### config.mk
export PLATFORM = sky130hd
export DESIGN_NAME = range_trust_qualifier_flat
export DESIGN_NICKNAME = d
export VERILOG_FILES = /design/src/rtl/core/rtq_pkg.sv /design/src/rtl/core/rtq_in_if.sv /design/src/rtl/core/rtq_out_if.sv /design/src/rtl/core/rtq_cfg.sv /design/src/rtl/core/rtq_state.sv /design/src/rtl/core/range_trust_qualifier.sv /design/src/flat_wrapper.sv
export SDC_FILE = /design/constraint.sdc
export NUM_CORES = 1
export LEC_CHECK = 0
export BUFFER_PORTS_ARGS = -buffer_cell sky130_fd_sc_hd__buf_2
export CORE_ASPECT_RATIO = 1.4
export CORE_UTILIZATION = 40
export DETAILED_ROUTE_END_ITERATION = 8
export PLACE_DENSITY_LB_ADDON = 0.08
export SETUP_SLACK_MARGIN = 0.05
export SYNTH_ARGS = -nofsm -noshare
export SYNTH_HDL_FRONTEND = slang
export SYNTH_SLANG_ARGS = --single-unit
export TNS_END_PERCENT = 10
### constraint.sdc
create_clock -name clk -period 11.1 [get_ports clk]
set_input_delay 1.11 -clock clk [delete_from_list [all_inputs] [get_ports clk]]
set_output_delay 1.11 -clock clk [all_outputs]
set_load 0.03 [all_outputs]
### src/rtl/core/rtq_pkg.sv
// Shared types and constants for the range trust qualifier.
// Holds the event codes, register indexes, reset values and the word structs.
// No dependencies; rtq_cfg, rtq_state and the top level refer to it by scoped names.
`timescale 1ns / 1ps

package rtq_pkg;

    // Event codes carried in the operation field.
    typedef enum logic [1:0] {
        OP_EVIDENCE = 2'd0,
        OP_RANGE    = 2'd1,
        OP_RESET    = 2'd2
    } op_t;

    // Configuration port geometry.
    localparam int unsigned ADDR_W = 5;
    localparam int unsigned DATA_W = 32;

    // Register indexes (byte address divided by four).
    localparam logic [2:0] REG_NEG_TOL  = 3'd0;
    localparam logic [2:0] REG_MAX_CM   = 3'd1;
    localparam logic [2:0] REG_SPREAD   = 3'd2;
    localparam logic [2:0] REG_WINDOW   = 3'd3;
    localparam logic [2:0] REG_QTHRESH  = 3'd4;

    // Register reset values.
    localparam logic [15:0]        RST_NEG_TOL = 16'd50;
    localparam logic [30:0]        RST_MAX_CM  = 31'd3000;
    localparam logic [15:0]        RST_SPREAD  = 16'd30;
    localparam logic [7:0]         RST_WINDOW  = 8'd3;
    localparam logic signed [15:0] RST_QTHRESH = 16'sd0;

    // Configuration register set.
    typedef struct packed {
        logic [15:0]        neg_tol;
        logic [30:0]        max_cm;
        logic [15:0]        spread;
        logic [7:0]         window;
        logic signed [15:0] q_thresh;
    } cfg_t;

    // One input word.
    typedef struct packed {
        logic [1:0]         operation;
        logic signed [31:0] range_cm;
        logic [31:0]        block_index;
        logic               verdict_ok;
        logic signed [15:0] ts_quality;
    } item_t;

    // One result word.
    typedef struct packed {
        logic               accepted;
        logic               have_range;
        logic [30:0]        latched_cm;
        logic [31:0]        latched_block;
        logic [7:0]         agree_level;
        logic               trusted;
        logic               evidence_ok;
        logic signed [15:0] worst_quality;
        logic [31:0]        generation;
    } result_t;

endpackage

### src/rtl/core/rtq_in_if.sv
// Input channel of the range trust qualifier: valid/ready plus the event fields.
// Depends on nothing; used by the top level.
`timescale 1ns / 1ps

interface rtq_in_if;
    logic               valid;
    logic               ready;
    logic [1:0]         operation;
    logic signed [31:0] range_cm;
    logic [31:0]        block_index;
    logic               verdict_ok;
    logic signed [15:0] ts_quality;

    modport source (
        output valid, operation, range_cm, block_index, verdict_ok, ts_quality,
        input  ready
    );

    modport sink (
        input  valid, operation, range_cm, block_index, verdict_ok, ts_quality,
        output ready
    );
endinterface

### src/rtl/core/rtq_out_if.sv
// Result channel of the range trust qualifier: valid/ready plus the result fields.
// Depends on nothing; used by the top level.
`timescale 1ns / 1ps

interface rtq_out_if;
    logic               valid;
    logic               ready;
    logic               accepted;
    logic               have_range;
    logic [30:0]        latched_cm;
    logic [31:0]        latched_block;
    logic [7:0]         agree_level;
    logic               trusted;
    logic               evidence_ok;
    logic signed [15:0] worst_quality;
    logic [31:0]        generation;

    modport source (
        output valid, accepted, have_range, latched_cm, latched_block, agree_level,
               trusted, evidence_ok, worst_quality, generation,
        input  ready
    );

    modport sink (
        input  valid, accepted, have_range, latched_cm, latched_block, agree_level,
               trusted, evidence_ok, worst_quality, generation,
        output ready
    );
endinterface

### src/rtl/core/rtq_cfg.sv
// APB-style configuration registers of the range trust qualifier.
// Depends on rtq_pkg for the register indexes, reset values and cfg_t.
`timescale 1ns / 1ps

module rtq_cfg (
    input  logic                        clk,
    input  logic                        rst_n,
    input  logic                        psel,
    input  logic                        penable,
    input  logic                        pwrite,
    input  logic [rtq_pkg::ADDR_W-1:0]  paddr,
    input  logic [rtq_pkg::DATA_W-1:0]  pwdata,
    output logic [rtq_pkg::DATA_W-1:0]  prdata,
    output logic                        pready,
    output rtq_pkg::cfg_t               cfg
);

    rtq_pkg::cfg_t cfg_reg;
    logic          wr_en;
    logic [2:0]    reg_idx;

    assign pready  = 1'b1;
    assign wr_en   = psel & penable & pwrite & pready;
    assign reg_idx = paddr[rtq_pkg::ADDR_W-1:2];
    assign cfg     = cfg_reg;

    // Register writes; addresses past the last register are ignored.
    always_ff @(posedge clk or negedge rst_n)
    begin
        if (!rst_n)
        begin
            cfg_reg.neg_tol  <= rtq_pkg::RST_NEG_TOL;
            cfg_reg.max_cm   <= rtq_pkg::RST_MAX_CM;
            cfg_reg.spread   <= rtq_pkg::RST_SPREAD;
            cfg_reg.window   <= rtq_pkg::RST_WINDOW;
            cfg_reg.q_thresh <= rtq_pkg::RST_QTHRESH;
        end
        else if (wr_en)
        begin
            case (reg_idx)
                rtq_pkg::REG_NEG_TOL: cfg_reg.neg_tol  <= pwdata[15:0];
                rtq_pkg::REG_MAX_CM:  cfg_reg.max_cm   <= pwdata[30:0];
                rtq_pkg::REG_SPREAD:  cfg_reg.spread   <= pwdata[15:0];
                rtq_pkg::REG_WINDOW:  cfg_reg.window   <= pwdata[7:0];
                rtq_pkg::REG_QTHRESH: cfg_reg.q_thresh <= $signed(pwdata[15:0]);
                default:              ;
            endcase
        end
    end

    // Read-back mux.
    always_comb
    begin
        case (reg_idx)
            rtq_pkg::REG_NEG_TOL: prdata = {16'd0, cfg_reg.neg_tol};
            rtq_pkg::REG_MAX_CM:  prdata = {1'b0, cfg_reg.max_cm};
            rtq_pkg::REG_SPREAD:  prdata = {16'd0, cfg_reg.spread};
            rtq_pkg::REG_WINDOW:  prdata = {24'd0, cfg_reg.window};
            rtq_pkg::REG_QTHRESH: prdata = {{16{cfg_reg.q_thresh[15]}}, cfg_reg.q_thresh};
            default:              prdata = '0;
        endcase
    end

endmodule

### src/rtl/core/rtq_state.sv
// Qualifier state and its combinational update for one event word.
// Depends on rtq_pkg for item_t, result_t, cfg_t and the event codes.
`timescale 1ns / 1ps

module rtq_state (
    input  logic              clk,
    input  logic              rst_n,
    input  logic              step,
    input  rtq_pkg::item_t    item,
    input  rtq_pkg::cfg_t     cfg,
    output rtq_pkg::result_t  result
);

    logic               range_valid_reg,     range_valid_next;
    logic [30:0]        last_cm_reg,         last_cm_next;
    logic [31:0]        last_block_reg,      last_block_next;
    logic [7:0]         agree_run_reg,       agree_run_next;
    logic               pending_valid_reg,   pending_valid_next;
    logic               pending_ok_reg,      pending_ok_next;
    logic signed [15:0] pending_quality_reg, pending_quality_next;
    logic [7:0]         good_run_reg,        good_run_next;
    logic signed [15:0] quality_floor_reg,   quality_floor_next;
    logic [31:0]        latch_count_reg,     latch_count_next;
    logic               accepted_next;

    logic signed [32:0] cm_ext;
    logic signed [32:0] low_lim;
    logic signed [32:0] high_lim;
    logic               plausible;
    logic [30:0]        cm_clamped;
    logic [30:0]        delta;
    logic               agree;
    logic               ev_ok;
    logic signed [15:0] q_sel;
    logic [7:0]         good_mid;
    logic [31:0]        count_inc;

    // Plausibility window and clamp at zero.
    assign cm_ext     = {item.range_cm[31], item.range_cm};
    assign low_lim    = -$signed({17'd0, cfg.neg_tol});
    assign high_lim   = $signed({2'b00, cfg.max_cm});
    assign plausible  = (cm_ext >= low_lim) && (cm_ext <= high_lim);
    assign cm_clamped = item.range_cm[31] ? 31'd0 : item.range_cm[30:0];

    // Step size against the last latched range.
    assign delta = (cm_clamped >= last_cm_reg) ? (cm_clamped - last_cm_reg)
                                               : (last_cm_reg - cm_clamped);
    assign agree = range_valid_reg && (delta <= {15'd0, cfg.spread});

    // Pending evidence as seen by a range; missing evidence counts as failed.
    assign ev_ok    = pending_valid_reg && pending_ok_reg;
    assign q_sel    = pending_valid_reg ? pending_quality_reg : 16'sd0;
    assign good_mid = agree ? good_run_reg : 8'd0;

    // Generation count skips zero on wrap.
    assign count_inc = (latch_count_reg == 32'hFFFF_FFFF) ? 32'd1 : (latch_count_reg + 32'd1);

    // Next-state logic for one event.
    always_comb
    begin
        range_valid_next     = range_valid_reg;
        last_cm_next         = last_cm_reg;
        last_block_next      = last_block_reg;
        agree_run_next       = agree_run_reg;
        pending_valid_next   = pending_valid_reg;
        pending_ok_next      = pending_ok_reg;
        pending_quality_next = pending_quality_reg;
        good_run_next        = good_run_reg;
        quality_floor_next   = quality_floor_reg;
        latch_count_next     = latch_count_reg;
        accepted_next        = 1'b0;

        case (rtq_pkg::op_t'(item.operation))
            rtq_pkg::OP_EVIDENCE:
            begin
                pending_valid_next   = 1'b1;
                pending_ok_next      = item.verdict_ok && (item.ts_quality >= cfg.q_thresh);
                pending_quality_next = item.ts_quality;
            end
            rtq_pkg::OP_RANGE:
            begin
                pending_valid_next = 1'b0;
                if (!plausible)
                begin
                    agree_run_next = 8'd0;
                    good_run_next  = 8'd0;
                end
                else
                begin
                    accepted_next = 1'b1;
                    // Agreement run.
                    if (agree)
                    begin
                        if (agree_run_reg < cfg.window)
                        begin
                            agree_run_next = agree_run_reg + 8'd1;
                        end
                    end
                    else
                    begin
                        agree_run_next = 8'd1;
                    end
                    // Good-evidence run and its worst quality.
                    if (!ev_ok)
                    begin
                        good_run_next      = 8'd0;
                        quality_floor_next = q_sel;
                    end
                    else
                    begin
                        good_run_next = good_mid;
                        if ((good_mid == 8'd0) || (q_sel < quality_floor_reg))
                        begin
                            quality_floor_next = q_sel;
                        end
                        if (good_mid < cfg.window)
                        begin
                            good_run_next = good_mid + 8'd1;
                        end
                    end
                    range_valid_next = 1'b1;
                    last_cm_next     = cm_clamped;
                    last_block_next  = item.block_index;
                    latch_count_next = count_inc;
                end
            end
            rtq_pkg::OP_RESET:
            begin
                range_valid_next   = 1'b0;
                agree_run_next     = 8'd0;
                pending_valid_next = 1'b0;
                good_run_next      = 8'd0;
                quality_floor_next = 16'sd0;
            end
            default:
            begin
            end
        endcase
    end

    // Result word reflects the state after the event.
    always_comb
    begin
        result.accepted      = accepted_next;
        result.have_range    = range_valid_next;
        result.latched_cm    = last_cm_next;
        result.latched_block = last_block_next;
        result.agree_level   = agree_run_next;
        result.trusted       = agree_run_next >= cfg.window;
        result.evidence_ok   = good_run_next >= cfg.window;
        result.worst_quality = quality_floor_next;
        result.generation    = latch_count_next;
    end

    // State registers, updated when an event leaves the input register.
    always_ff @(posedge clk or negedge rst_n)
    begin
        if (!rst_n)
        begin
            range_valid_reg     <= 1'b0;
            last_cm_reg         <= '0;
            last_block_reg      <= '0;
            agree_run_reg       <= '0;
            pending_valid_reg   <= 1'b0;
            pending_ok_reg      <= 1'b0;
            pending_quality_reg <= '0;
            good_run_reg        <= '0;
            quality_floor_reg   <= '0;
            latch_count_reg     <= '0;
        end
        else if (step)
        begin
            range_valid_reg     <= range_valid_next;
            last_cm_reg         <= last_cm_next;
            last_block_reg      <= last_block_next;
            agree_run_reg       <= agree_run_next;
            pending_valid_reg   <= pending_valid_next;
            pending_ok_reg      <= pending_ok_next;
            pending_quality_reg <= pending_quality_next;
            good_run_reg        <= good_run_next;
            quality_floor_reg   <= quality_floor_next;
            latch_count_reg     <= latch_count_next;
        end
    end

endmodule

### src/rtl/core/range_trust_qualifier.sv
// Range trust qualifier top level. A word moves from the input register, through the
// qualifier logic, into the result register when that one is free. Throughput: one
// word per cycle while the result side takes words; the state update is one pass of
// compare and saturating-counter logic between the two registers.
// Reset (rst_n, asynchronous, active low) clears all qualifier state and loads the
// register defaults; the block is ready for words as soon as reset is released.
`timescale 1ns / 1ps

module range_trust_qualifier (
    input  logic                        clk,
    input  logic                        rst_n,
    rtq_in_if.sink                      evt,
    rtq_out_if.source                   res,
    input  logic                        psel,
    input  logic                        penable,
    input  logic                        pwrite,
    input  logic [rtq_pkg::ADDR_W-1:0]  paddr,
    input  logic [rtq_pkg::DATA_W-1:0]  pwdata,
    output logic [rtq_pkg::DATA_W-1:0]  prdata,
    output logic                        pready
);

    rtq_pkg::cfg_t    cfg;
    rtq_pkg::item_t   hold_reg;
    logic             hold_valid_reg, hold_valid_next;
    rtq_pkg::result_t res_reg;
    logic             res_valid_reg, res_valid_next;
    rtq_pkg::result_t result;
    logic             advance;
    logic             in_fire;

    rtq_cfg u_cfg (
        .clk     (clk),
        .rst_n   (rst_n),
        .psel    (psel),
        .penable (penable),
        .pwrite  (pwrite),
        .paddr   (paddr),
        .pwdata  (pwdata),
        .prdata  (prdata),
        .pready  (pready),
        .cfg     (cfg)
    );

    rtq_state u_state (
        .clk    (clk),
        .rst_n  (rst_n),
        .step   (advance),
        .item   (hold_reg),
        .cfg    (cfg),
        .result (result)
    );

    // Handshake: a word moves into the result register when that register is free.
    assign advance   = hold_valid_reg && (!res_valid_reg || res.ready);
    assign evt.ready = !hold_valid_reg || advance;
    assign in_fire   = evt.valid && evt.ready;

    assign hold_valid_next = in_fire || (hold_valid_reg && !advance);
    assign res_valid_next  = advance || (res_valid_reg && !res.ready);

    // Valid flags.
    always_ff @(posedge clk or negedge rst_n)
    begin
        if (!rst_n)
        begin
            hold_valid_reg <= 1'b0;
            res_valid_reg  <= 1'b0;
        end
        else
        begin
            hold_valid_reg <= hold_valid_next;
            res_valid_reg  <= res_valid_next;
        end
    end

    // Input register.
    always_ff @(posedge clk)
    begin
        if (in_fire)
        begin
            hold_reg.operation   <= evt.operation;
            hold_reg.range_cm    <= evt.range_cm;
            hold_reg.block_index <= evt.block_index;
            hold_reg.verdict_ok  <= evt.verdict_ok;
            hold_reg.ts_quality  <= evt.ts_quality;
        end
    end

    // Result register.
    always_ff @(posedge clk)
    begin
        if (advance)
        begin
            res_reg <= result;
        end
    end

    assign res.valid         = res_valid_reg;
    assign res.accepted      = res_reg.accepted;
    assign res.have_range    = res_reg.have_range;
    assign res.latched_cm    = res_reg.latched_cm;
    assign res.latched_block = res_reg.latched_block;
    assign res.agree_level   = res_reg.agree_level;
    assign res.trusted       = res_reg.trusted;
    assign res.evidence_ok   = res_reg.evidence_ok;
    assign res.worst_quality = res_reg.worst_quality;
    assign res.generation    = res_reg.generation;

endmodule

### src/flat_wrapper.sv
// flat-port wrapper written by rule: the top's interface ports become plain ports
module range_trust_qualifier_flat 
  (clk, rst_n, psel, penable, pwrite, paddr, pwdata, prdata, pready, evt_valid, evt_operation, evt_range_cm, evt_block_index, evt_verdict_ok, evt_ts_quality, evt_ready, res_valid, res_accepted, res_have_range, res_latched_cm, res_latched_block, res_agree_level, res_trusted, res_evidence_ok, res_worst_quality, res_generation, res_ready);
  rtq_in_if evt_i ();
  rtq_out_if res_i ();
  input  logic clk;
  input  logic rst_n;
  input  logic psel;
  input  logic penable;
  input  logic pwrite;
  input  logic [rtq_pkg::ADDR_W-1:0] paddr;
  input  logic [rtq_pkg::DATA_W-1:0] pwdata;
  output logic [rtq_pkg::DATA_W-1:0] prdata;
  output logic pready;
  input wire logic [$bits(evt_i.valid)-1:0] evt_valid;
  input wire logic [$bits(evt_i.operation)-1:0] evt_operation;
  input wire logic [$bits(evt_i.range_cm)-1:0] evt_range_cm;
  input wire logic [$bits(evt_i.block_index)-1:0] evt_block_index;
  input wire logic [$bits(evt_i.verdict_ok)-1:0] evt_verdict_ok;
  input wire logic [$bits(evt_i.ts_quality)-1:0] evt_ts_quality;
  output wire logic [$bits(evt_i.ready)-1:0] evt_ready;
  output wire logic [$bits(res_i.valid)-1:0] res_valid;
  output wire logic [$bits(res_i.accepted)-1:0] res_accepted;
  output wire logic [$bits(res_i.have_range)-1:0] res_have_range;
  output wire logic [$bits(res_i.latched_cm)-1:0] res_latched_cm;
  output wire logic [$bits(res_i.latched_block)-1:0] res_latched_block;
  output wire logic [$bits(res_i.agree_level)-1:0] res_agree_level;
  output wire logic [$bits(res_i.trusted)-1:0] res_trusted;
  output wire logic [$bits(res_i.evidence_ok)-1:0] res_evidence_ok;
  output wire logic [$bits(res_i.worst_quality)-1:0] res_worst_quality;
  output wire logic [$bits(res_i.generation)-1:0] res_generation;
  input wire logic [$bits(res_i.ready)-1:0] res_ready;
  assign evt_i.valid = evt_valid;
  assign evt_i.operation = evt_operation;
  assign evt_i.range_cm = evt_range_cm;
  assign evt_i.block_index = evt_block_index;
  assign evt_i.verdict_ok = evt_verdict_ok;
  assign evt_i.ts_quality = evt_ts_quality;
  assign evt_ready = evt_i.ready;
  assign res_valid = res_i.valid;
  assign res_accepted = res_i.accepted;
  assign res_have_range = res_i.have_range;
  assign res_latched_cm = res_i.latched_cm;
  assign res_latched_block = res_i.latched_block;
  assign res_agree_level = res_i.agree_level;
  assign res_trusted = res_i.trusted;
  assign res_evidence_ok = res_i.evidence_ok;
  assign res_worst_quality = res_i.worst_quality;
  assign res_generation = res_i.generation;
  assign res_i.ready = res_ready;
  range_trust_qualifier u_core (.clk(clk), .rst_n(rst_n), .evt(evt_i), .res(res_i), .psel(psel), .penable(penable), .pwrite(pwrite), .paddr(paddr), .pwdata(pwdata), .prdata(prdata), .pready(pready));
endmodule
==> impl_metrics.csv <==
group,metric,value,unit
floorplan,io_pins,285,
floorplan,core_area,64400,µm²
setup_path,required,11450,ps
clock_network,cts_tree,"done",
synth,ys_types,84,
synth,yosysTopAreaCell,"edfxtp_1",
clock_network,clockRootBuffer,"clkbuf_16",
setup_path,worstSetupStartpoint,"u_core.hold_reg[80]$_DFFE_PP_",
grt,grt_max_degree,147,
sta,slew_headroom,10.5,%
floorplan,die_h,304,µm
setup_path,crit_arrival,10550,ps
synth,async_flop_share,53.3,%
clock_network,cts_buffers,49,
sta,worstMarginPinSlew,1340,ps
synth,ys_ff_latch,441,
hold_path,min-delay-start,"u_core.u_state.last_block_reg[6]$_DFFE_PN0P_",
synth,yosys.cell_count.top_type,"nand2_1",
drt,drt_iter0_markers,1238,
clock_network,cts_setup_buffers,0,
sta,setup-tns-final,0,ps
clock_network,clockBufferDepth,3,
grt,antenna_found_initial,0,
setup_path,regToRegSetupSlack,900,ps
clock_network,hold_buffers,0,
sta,hold_violations,0,
drt,antenna_left,0,
grt,grt-ovfl-total,0,
sta,fin_crit_sh,91.9,%
run,maxCapViolCount,0,
power_and_ir_drop,p_comb_share,38.7,%
setup_path,worstSetupStartpointType,"flop",
synth,synth-edff-count,206,
cells_and_area,drive_gt1_share,15.3,%
sta,setup-violations-final,0,
grt,grt_pass1_wl,122,mm
cells_and_area,synthToLayoutAreaGrowth,13.8,%
sta,clock.fmax,98.1,MHz
synth,synth.area.top_cells,"edfxtp_1, dfrtp_1, ha_1",
clock_network,clkSinkCount,441,
floorplan,row_count,110,
setup_path,r2r_end,"u_core.res.evidence_ok$_DFFE_PP_",
hold_path,hold-path-endpoint,"u_core.u_state.last_block_reg[6]$_DFFE_PN0P_",
drt,vias_per_cell,5.45,
hold_path,hp-class,"reg -> reg",
grt,grt_pass1_vias,21100,
drt,dr.pass1.iters,6,
synth,ys_seq_area_share,46.3,%
cells_and_area,largest_reg_flops,87,
drt,finalWirelength,78.9,mm
sta,layout_min_cycle_time,10200,ps
floorplan,die_width,218,µm
drt,vias,20900,
setup_path,reg2reg_depth,38,
cells_and_area,diodes,0,
synth,postSynthAreaPerCell,9.50,µm²
cells_and_area,fillers,6276,
place,dp_hpwl,57.7,mm
place,gp_congestion,0.915,
power_and_ir_drop,p_int,3.82,mW
floorplan,die_area,66300,µm²
synth,ys.flop_type,"dfrtp_1",
setup_path,cp_common_cell,"a21oi_1",
power_and_ir_drop,p_switching,2.48,mW
synth,yosysWarnings,0,
outcome,status,"finished, final reports clean",
drt,wl_per_cell,20.5,µm
sta,hold_slack,472,ps
floorplan,initial_utilization,40.5,%
clock_network,clkLatencyLatePin,610,ps
place,port_buffers,280,
drt,drcViolationCount,0,
power_and_ir_drop,p_seq_share,35.7,%
clock_network,htreeDepth,2,
setup_path,end_kind,"flop",
setup_path,critPathMaxFanout,31,
setup_path,slowest_delay,1080,ps
synth,yosysTopAreaCellShare,23.7,%
clock_network,clkTransAtPathRegs,60,ps
synth,synthCells,2747,
setup_path,rr_startpoint,"u_core.hold_reg[80]$_DFFE_PP_",
power_and_ir_drop,p_leak,13.7,nW
synth,syn_nets,3087,
sta,clock_skew,23.9,ps
grt,grt_usage,23.7,%
setup_path,critPathSlowestCell,"edfxtp_1",
power_and_ir_drop,p_per_area,212,nW/µm²
hold_path,min_path_cells,2,
power_and_ir_drop,finalPower,6.30,mW
synth,synth_commonest_cells,"nand2_1, o21ai_0, dfrtp_1, ha_1, edfxtp_1",
setup_path,setup.worst_path.class,"reg -> reg",
sta,slew_viol_final,0,
cells_and_area,finalNetCount,3299,
sta,rsz0062_at_grt,"no",
synth,syn_area,26100,µm²
power_and_ir_drop,clockPowerShare,25.6,%
power_and_ir_drop,ir_drop,0.000157,V
power_and_ir_drop,switching_share,39.4,%
clock_network,cts_resized,0,
## worst max path at each step
stage,endpoint,slack [ps]
5_1_grt,u_core.res.evidence_ok$_DFFE_PP_,90
4_1_cts,u_core.res.evidence_ok$_DFFE_PP_,850
2_1_floorplan,u_core.res.evidence_ok$_DFFE_PP_,3120
6_report,u_core.res.evidence_ok$_DFFE_PP_,900
3_5_place_dp,u_core.res.evidence_ok$_DFFE_PP_,890
3_3_place_gp,u_core.res.evidence_ok$_DFFE_PP_,1040
## per-layer routing
| layer | wire, µm | vias to the layer above | global-route usage (%) |
|---|---|---|---|
| met5 | 0 | - | 0 |
| met4 | 2820 | 0 | 8.67 |
| met3 | 2590 | 127 | 2.40 |
| met2 | 41800 | 470 | 43.9 |
| met1 | 31700 | 10100 | 27.8 |
| li1 | - | 10200 | - |
## placed cells by master (no fill, tap or decap), types with 29 or more instances in the layout
cell / count
nand2_1: 468
ha_1: 211
a21o_1: 81
mux2i_1: 51
a21oi_1: 165
and3_1: 29
nand2b_1: 56
buf_2: 279
nor3_1: 37
clkbuf_16: 49
edfxtp_1: 206
a32o_1: 33
o21ai_0: 266
mux2_2: 38
nand3_1: 43
dfrtp_1: 219
nor2_1: 126
inv_1: 180
nand4_1: 34
and2_1: 29
## stage by stage
step	cell area, µm²	cells	setup WS, ps	util, %
floorplan	26100	2747	3120	-
detailed placement	28100	3748	886	43.7
global placement	28100	3748	1040	43.7
global route	29700	3840	93.2	46.1
finish	29700	3840	901	46.1
CTS	29700	3840	846	46.1
## cell type report
type | instances | area, µm² | share of cell area [%]
Timing Repair Buffer | 302 | 1580 | 5.31
Clock buffer | 68 | 1370 | 4.60
Clock inverter | 24 | 204 | 0.687
Tap cell | 840 | 1050 | 3.54
Sequential cell | 441 | 12100 | 40.7
Inverter | 183 | 694 | 2.34
Multi-Input combinational cell | 1982 | 12700 | 42.8
## cell families (layout without fill, tap and decap cells)
logic type,count (synthesis),in the layout,synth area share [%]
compound gates,710,710,16.8
xor+xnor,48,48,1.61
fa+ha+maj,213,213,10.3
buf+inv,324,577,5.04
flops,441,441,46.3
mux,89,89,3.60
other cells,1,1,0.0144
simple gates,921,921,16.4
## power by group through the flow
stage | Clock [mW] | Combinational, mW | Sequential (mW)
6_report | 1.61 | 2.44 | 2.24
2_1_floorplan | 0 | 1.62 | 2.35
4_1_cts | 1.66 | 2.45 | 2.25
5_1_grt | 1.72 | 2.72 | 2.28
3_5_place_dp | 0 | 2.43 | 2.28
3_3_place_gp | 0 | 2.41 | 2.26
## worst max-delay path, delay by kind of cell (launching register included)
| family | cells | cell delay (ps) |
|---|---|---|
| compound gates | 18 | 3810 |
| xor+xnor | 1 | 220 |
| fa+ha+maj | 4 | 1210 |
| buf+inv | 3 | 460 |
| flops | 1 | 1080 |
| mux | 2 | 490 |
| simple gates | 10 | 2650 |
Note: power is estimated with default switching activity, not from simulation.
